[src/rtl/bottom_up_merge_sorter_top_defines.svh]
// Assertion macros for the bottom-up merge sorter.
`ifndef BOTTOM_UP_MERGE_SORTER_TOP_DEFINES_SVH
`define BOTTOM_UP_MERGE_SORTER_TOP_DEFINES_SVH
`ifndef SYNTHESIS
`define BUMS_ASSERT_IMP(lbl, clk, rstn, ante, cons) \
    lbl: assert property (@(posedge clk) disable iff (!rstn) (ante) |-> (cons)) \
        else $error("bums: same-cycle check failed");
`define BUMS_ASSERT_NXT(lbl, clk, rstn, ante, cons) \
    lbl: assert property (@(posedge clk) disable iff (!rstn) (ante) |=> (cons)) \
        else $error("bums: next-cycle check failed");
`else
`define BUMS_ASSERT_IMP(lbl, clk, rstn, ante, cons)
`define BUMS_ASSERT_NXT(lbl, clk, rstn, ante, cons)
`endif
`endif

[src/rtl/bums_pkg.sv]
// Shared constants and types of the bottom-up merge sorter.
package bums_pkg;

    localparam int DEPTH   = 1024;
    localparam int ADDR_W  = $clog2(DEPTH);
    localparam int CNT_W   = $clog2(DEPTH + 1);
    localparam int POS_W   = CNT_W + 1;
    localparam int WORD_W  = 32;
    localparam int INDEX_W = 10;

    localparam logic CMD_LOAD = 1'b0;
    localparam logic CMD_READ = 1'b1;

    typedef logic [WORD_W-1:0] word_t;
    typedef logic [ADDR_W-1:0] addr_t;
    typedef logic [CNT_W-1:0]  cnt_t;
    typedef logic [POS_W-1:0]  pos_t;

    typedef struct packed {
        logic  rd_en;
        logic  wr_en;
        addr_t wr_addr;
        word_t wr_data;
        addr_t rd_addr_a;
        addr_t rd_addr_b;
    } bums_mem_req_t;

endpackage

[src/rtl/bums_merge_seq.sv]
// Merge sequencer: one signed compare unit steps through every pass and run.
module bums_merge_seq
    import bums_pkg::*;
(
    input  logic          aclk,
    input  logic          aresetn,
    input  logic          start,
    input  cnt_t          count,
    input  word_t         src_data_a,
    input  word_t         src_data_b,
    output bums_mem_req_t mem_req,
    output logic          cur_bank,
    output logic          busy
);

    localparam logic [1:0] ST_IDLE  = 2'd0;
    localparam logic [1:0] ST_SETUP = 2'd1;
    localparam logic [1:0] ST_FETCH = 2'd2;
    localparam logic [1:0] ST_CMP   = 2'd3;

    logic [1:0] state_reg, state_next;
    pos_t       n_reg, n_next;
    pos_t       width_reg, width_next;
    pos_t       run_reg, run_next;
    pos_t       mid_reg, mid_next;
    pos_t       hi_reg, hi_next;
    pos_t       a_reg, a_next;
    pos_t       b_reg, b_next;
    pos_t       k_reg, k_next;
    logic       bank_reg, bank_next;

    pos_t sum_mid;
    pos_t sum_hi;
    pos_t k_inc;
    pos_t run_inc;
    pos_t width_dbl;
    logic a_ok;
    logic b_ok;
    logic take_a;

    assign a_ok      = a_reg < mid_reg;
    assign b_ok      = b_reg < hi_reg;
    assign take_a    = a_ok && (!b_ok || ($signed(src_data_a) < $signed(src_data_b)));
    assign sum_mid   = run_reg + width_reg;
    assign width_dbl = width_reg << 1;
    assign sum_hi    = run_reg + width_dbl;
    assign k_inc     = k_reg + pos_t'(1);
    assign run_inc   = run_reg + width_dbl;

    always_comb begin
        state_next = state_reg;
        n_next     = n_reg;
        width_next = width_reg;
        run_next   = run_reg;
        mid_next   = mid_reg;
        hi_next    = hi_reg;
        a_next     = a_reg;
        b_next     = b_reg;
        k_next     = k_reg;
        bank_next  = bank_reg;
        unique case (state_reg)
            ST_IDLE: begin
                if (start && (count > cnt_t'(1))) begin
                    n_next     = pos_t'(count);
                    width_next = pos_t'(1);
                    run_next   = '0;
                    state_next = ST_SETUP;
                end
            end
            ST_SETUP: begin
                mid_next   = (sum_mid > n_reg) ? n_reg : sum_mid;
                hi_next    = (sum_hi > n_reg) ? n_reg : sum_hi;
                a_next     = run_reg;
                b_next     = (sum_mid > n_reg) ? n_reg : sum_mid;
                k_next     = run_reg;
                state_next = ST_FETCH;
            end
            ST_FETCH: begin
                state_next = ST_CMP;
            end
            ST_CMP: begin
                if (take_a) begin
                    a_next = a_reg + pos_t'(1);
                end else begin
                    b_next = b_reg + pos_t'(1);
                end
                k_next = k_inc;
                if (k_inc == hi_reg) begin
                    if (run_inc >= n_reg) begin
                        bank_next  = !bank_reg;
                        width_next = width_dbl;
                        run_next   = '0;
                        state_next = (width_dbl >= n_reg) ? ST_IDLE : ST_SETUP;
                    end else begin
                        run_next   = run_inc;
                        state_next = ST_SETUP;
                    end
                end else begin
                    state_next = ST_FETCH;
                end
            end
            default: state_next = ST_IDLE;
        endcase
    end

    always_ff @(posedge aclk) begin
        if (!aresetn) begin
            state_reg <= ST_IDLE;
            bank_reg  <= 1'b0;
        end else begin
            state_reg <= state_next;
            bank_reg  <= bank_next;
        end
    end

    always_ff @(posedge aclk) begin
        n_reg     <= n_next;
        width_reg <= width_next;
        run_reg   <= run_next;
        mid_reg   <= mid_next;
        hi_reg    <= hi_next;
        a_reg     <= a_next;
        b_reg     <= b_next;
        k_reg     <= k_next;
    end

    assign mem_req.rd_en     = (state_reg == ST_FETCH);
    assign mem_req.wr_en     = (state_reg == ST_CMP);
    assign mem_req.wr_addr   = k_reg[ADDR_W-1:0];
    assign mem_req.wr_data   = take_a ? src_data_a : src_data_b;
    assign mem_req.rd_addr_a = a_reg[ADDR_W-1:0];
    assign mem_req.rd_addr_b = b_reg[ADDR_W-1:0];
    assign cur_bank          = bank_reg;
    assign busy              = (state_reg != ST_IDLE);

endmodule

[config.mk]
export PLATFORM = sky130hd
export DESIGN_NAME = bums_merge_seq
export DESIGN_NICKNAME = d
export VERILOG_FILES = /design/src/rtl/bottom_up_merge_sorter_top_defines.svh /design/src/rtl/bums_pkg.sv /design/src/rtl/bums_merge_seq.sv
export SDC_FILE = /design/constraint.sdc
export NUM_CORES = 1
export LEC_CHECK = 0
export ABC_CLOCK_PERIOD_IN_PS = 6850
export BUFFER_PORTS_ARGS = -buffer_cell sky130_fd_sc_hd__buf_2
export CAP_MARGIN = 10
export CORE_UTILIZATION = 58
export CTS_CLUSTER_SIZE = 12
export DETAILED_ROUTE_END_ITERATION = 10
export PLACE_DENSITY = 0.78
export SLEW_MARGIN = 20
export SYNTH_ARGS = -nofsm -noshare
export SYNTH_HDL_FRONTEND = slang
export SYNTH_SLANG_ARGS = --single-unit
export TNS_END_PERCENT = 5
[constraint.sdc]
create_clock -name aclk -period 6.85 [get_ports aclk]
set_input_delay 2.055 -clock aclk [delete_from_list [all_inputs] [get_ports aclk]]
set_output_delay 2.055 -clock aclk [all_outputs]
set_load 0.05 [all_outputs]
Word level (Yosys, flattened, before mapping)
Cells that the tools add are included.

$add $sub $neg: 5. Muxes and demuxes: 21. Shift operators: 0. Div/mod/pow operators: 0. $lt $le $gt $ge: 8. Bitwise operators: 0. Reduce and logical (&&, ||, !) cells: 15. Equality and inequality tests: 9. Multiply operators: 0.

Operators by type and width (count): $pmux 12 s2 (5); $mux 12 (9); $add 12x1->12 const B (3); $lt 32x32->1 (1); $mux 32 (1); $add 12x12->12 (2); $ge 12x11->1 (2); $gt 12x11->1 (2); $lt 12x12->1 (2); $eq 12x12->1 (1); $gt 11x1->1 const B (1); $mux 11 (1); $pmux 2 s4 (1); $ne 2x1->1 const B (3); $reduce_and 2->1 (3); $reduce_and 3->1 (2); $reduce_bool 2->1 (3); $eq 2x2->1 const B (2); $mux 2 (2); $ne 2x2->1 const B (2); $reduce_and 4->1 (1); $eq 2x1->1 const B (1); $logic_and 1x1->1 (2); $logic_not 1->1 (2); 3 further kinds (4).

Input port bits: 78. Bits in latches: 0. Output and inout bits: 66. Flip-flop bits (word level): 98. Memories: 0. Bits in writable memories: 0. Logic and storage cells: 69. Bits in read-only memories: 0.

Logic depth before layout (Yosys ltp)
Word-level depth: 6. Gate-level depth with buffers: 16. Mapped depth without buffers: 15.

Worst setup path before layout
No wires, ideal clock.

Path kind: input to output. Start point: input src_data_b[11]. End point: output mem_req[23] (netlist name). Arrival: 4497 ps. Stages: 10. Data required time: 4795 ps. Path buffers: 1. Path slack: 298 ps. Cell sequence: inv_1 -> ha_1 -> a21oi_2 -> o21ai_0 -> a2111oi_2 -> o41ai_1 -> and4bb_2 -> a2111oi_4 -> buf_6 -> mux2_4.

RTL lines: start, declared (line bums_merge_seq.sv:10) `input word_t src_data_b,`; end, declared (line bums_merge_seq.sv:11) `output bums_mem_req_t mem_req,`.

==> flow_metrics.env <==
export IMPL_cap_viol_max_count=0
export IMPL_ys_types=72
export IMPL_violations="setup timing"
export IMPL_start_util_pct=60.39
export IMPL_clock_path_buffers=2
export IMPL_numCtsBuffers=9
export IMPL_nets=1153
export IMPL_power_density_mw_per_mm2=254.1
export IMPL_met3_usage_pct=3.459
export IMPL_synth_ff_latch_count=98
export IMPL_grt_start_max_net_pins=58
export IMPL_status="finished with violations"
export IMPL_slew_viol_final=0
export IMPL_syn_area_per_cell_um2=10.14
export IMPL_worst_slack_ps=-71.00
export IMPL_postCtsHoldBufs=0
export IMPL_antenna_found_initial=1
export IMPL_fmax_ghz=0.1445
export IMPL_stdcell_area_mm2=0.009932
export IMPL_coreArea_mm2=0.01415
export IMPL_grtUsageTotal_pct=29.72
export IMPL_whs_ps=473.5
export IMPL_cts_tree="yes"
export IMPL_clock_latency_ps=360
export IMPL_syn_inst=843
export IMPL_ys_warn_count=0
export IMPL_critPathSlowestCell="a2111oi_4"
export IMPL_wirelength_mm=24.03
export IMPL_multi_input_area_mm2=0.005082
export IMPL_die_h_um=123.4
export IMPL_slew_headroom_pct=48.71
export IMPL_cp_required_ps=4800
export IMPL_hold_viol_final=0
export IMPL_final_seq_area_mm2=0.002913
export IMPL_placed_cell_area_mm2=0.009234
export IMPL_setup_viol=32
export IMPL_leakage_nw=4.536
export IMPL_grt_overflow=0
export IMPL_criticalPathCategory="primary input to primary output"
export IMPL_rows=43
export IMPL_clock_sinks=98
export IMPL_ir_drop_mv=0.1831
export IMPL_grt_pass1_wl_mm=33.60
export IMPL_synth_edf_count=95
export IMPL_crit_path_end_kind="primary output"
export IMPL_grt_util_met1_pct=35.78
export IMPL_drt_initial_drc_count=573
export IMPL_gp_routability_congestion=0.9823
export IMPL_period_share_pct=101.0
export IMPL_grt_pass1_vias=6676
export IMPL_synth_top_flop_cell="edfxtp_1"
export IMPL_die_area_mm2=0.01522
export IMPL_drt_antenna_violating_nets=0
export IMPL_port_buffers=143
export IMPL_crit_fanout=8
export IMPL_first_pass_iters=7
export IMPL_fill_cells=1034
export IMPL_async_flop_share_pct=0
export IMPL_use_met2_pct=52.58
export IMPL_die_x_um=123.4
export IMPL_path_clk_slew_ps=60
export IMPL_tightest_slew_ps=767.7
export IMPL_drc=0
export IMPL_busiest_layer="met2"
export IMPL_path_cells="buf_2, inv_1, ha_4, a21oi_1, o21ai_1, a2111oi_4, o41ai_2, and4bb_2, a2111oi_4, clkbuf_16, buf_8, mux2_4, buf_6"
export IMPL_start_kind="primary input"
export IMPL_path_common_cell="a2111oi_4"
export IMPL_synth_area_mm2=0.008544
export IMPL_root_buffer="clkbuf_16"
export IMPL_drive_above_1_share_pct=26.63
export IMPL_fin_crit_ps=6921
export IMPL_dp_hpwl_mm=16.95
export IMPL_slowest_delay_ps=450
export IMPL_vias=7239
export IMPL_ios=144
export IMPL_crit_arrival_ps=4870
export IMPL_yosysSeqAreaShare_pct=34.09
export IMPL_skew_ps=5.183
export IMPL_htree_levels=3
export IMPL_wire_per_inst_um=20.89
export IMPL_syn2layout_area_growth_pct=16.24
export IMPL_vias_per_cell=6.295
export IMPL_hold_path_class="flip-flop to flip-flop"
==> power breakdown <==
| part | internal [mW] | switching (mW) | total (mW) |
|---|---|---|---|
| registers | 0.757 | 0.0759 | 0.833 |
| logic | 0.515 | 0.711 | 1.23 |
| clock network | 0.241 | 0.224 | 0.465 |
==> synth_stat cells, types with 3 or more instances <==
| master | number | area share (%) |
|---|---|---|
| and4_1 | 3 | 0.31 |
| nor2b_1 | 11 | 0.81 |
| ha_1 | 109 | 16 |
| mux2i_1 | 5 | 0.59 |
| mux2_2 | 30 | 4.0 |
| nand2b_1 | 7 | 0.51 |
| clkbuf_1 | 12 | 0.53 |
| o21ai_0 | 27 | 1.6 |
| xor2_1 | 19 | 1.9 |
| or3_1 | 5 | 0.37 |
| o21a_1 | 15 | 1.3 |
| o221ai_1 | 3 | 0.31 |
| and3_1 | 29 | 2.1 |
| xnor2_1 | 33 | 3.4 |
| o31a_1 | 3 | 0.31 |
| a2111oi_0 | 4 | 0.41 |
| a211oi_1 | 4 | 0.35 |
| nand2_1 | 33 | 1.4 |
| o211ai_1 | 4 | 0.35 |
| buf_4 | 30 | 2.6 |
| a21oi_1 | 51 | 3.0 |
| o311a_1 | 3 | 0.35 |
| nor3_1 | 9 | 0.53 |
| dfxtp_1 | 3 | 0.70 |
| nand3_1 | 31 | 1.8 |
| o211a_1 | 3 | 0.35 |
| a21o_1 | 18 | 1.6 |
| inv_1 | 82 | 3.6 |
| nor4_1 | 8 | 0.59 |
| buf_6 | 3 | 0.40 |
| a31oi_1 | 10 | 0.73 |
| or2_2 | 3 | 0.22 |
| buf_2 | 6 | 0.35 |
| nor2_1 | 45 | 2.0 |
| edfxtp_1 | 95 | 33 |
| mux2_4 | 28 | 4.9 |
| nand4_1 | 15 | 1.1 |
==> what timing repair did <==
item	in CTS	in global routing
cloned	1	2
endpoints found under the hold margin	0	0
setup buffers	4	2
gates resized for setup	2	116
endpoints found under the setup margin	32	32
pin swaps	1	10
==> cells by family (layout without fill, tap and decap cells) <==
| logic type | after synthesis | in the layout | share of synthesized area [%] |
|---|---|---|---|
| AO/OA/AOI/OAI | 171 | 171 | 13.66 |
| XOR/XNOR | 53 | 53 | 5.594 |
| adder cells (fa/ha/maj) | 111 | 111 | 16.43 |
| buffers and inverters | 135 | 259 | 7.600 |
| flip-flops | 98 | 98 | 34.09 |
| multiplexers | 63 | 63 | 9.460 |
| other | 1 | 4 | 0.04389 |
| AND/OR/NAND/NOR | 211 | 211 | 13.12 |
==> metrics by stage <==
step	utilization (%)	setup WS (ps)	instances	TNS [ps]	power (mW)
floorplan	-	297.9	845	0	1.674
global placement	65.26	24.03	1124	0	1.890
detailed placement	65.26	-41.32	1124	-313.4	1.911
CTS	67.72	11.85	1145	0	2.406
global route	70.19	-101.2	1150	-1854	2.643
finish	70.19	-71.00	1150	-732.9	2.524
==> critical path: cells and delay by family <==
kind | cells | cell delay [ps]
AOI/OAI and AO/OA | 5 | 1250
buffers and inverters | 5 | 730
muxes | 1 | 350
and+or+nand+nor | 1 | 260
adders and majority gates | 1 | 200
==> cells in the final DEF (no fill, tap or decap), types with 18 or more instances in the layout <==
master / count
mux2_4: 30
and3_1: 29
a21o_1: 18
mux2_2: 28
xnor2_1: 33
nor2_1: 45
o21ai_0: 24
inv_1: 81
nand3_1: 31
a21oi_1: 50
xor2_1: 19
buf_2: 111
edfxtp_1: 95
ha_1: 106
buf_6: 27
nand2_1: 31
==> routing by layer <==
metal	routed length (µm)	share of wire [%]
met4	1041	4.3
met5	0	0
met3	1766	7.3
met2	11720	49
met1	9499	40
==> layout make-up <==
class,count,share of cell area (%)
inverters,82,3.099
clock buffers,9,2.268
multi-input cells,612,51.17
clock inverters,7,0.3653
diodes,1,0.02520
repair buffers,161,11.48
well taps,180,2.268
flip-flops and latches,98,29.33
==> worst paths after layout <==
| path | from | endpoint | slack [ps] | depth (start not counted) |
|---|---|---|---|---|
| setup / recovery | src_data_b[13] | mem_req[31] | -70 | 13 |
| hold / removal | cur_bank | cur_bank | 470 | 2 |
| setup reg to reg | width_reg[0] | b_reg[3] | 2260 | 15 |
| hold reg to reg | cur_bank | cur_bank | 470 | 2 |
Power figures use the tool's default switching activity.
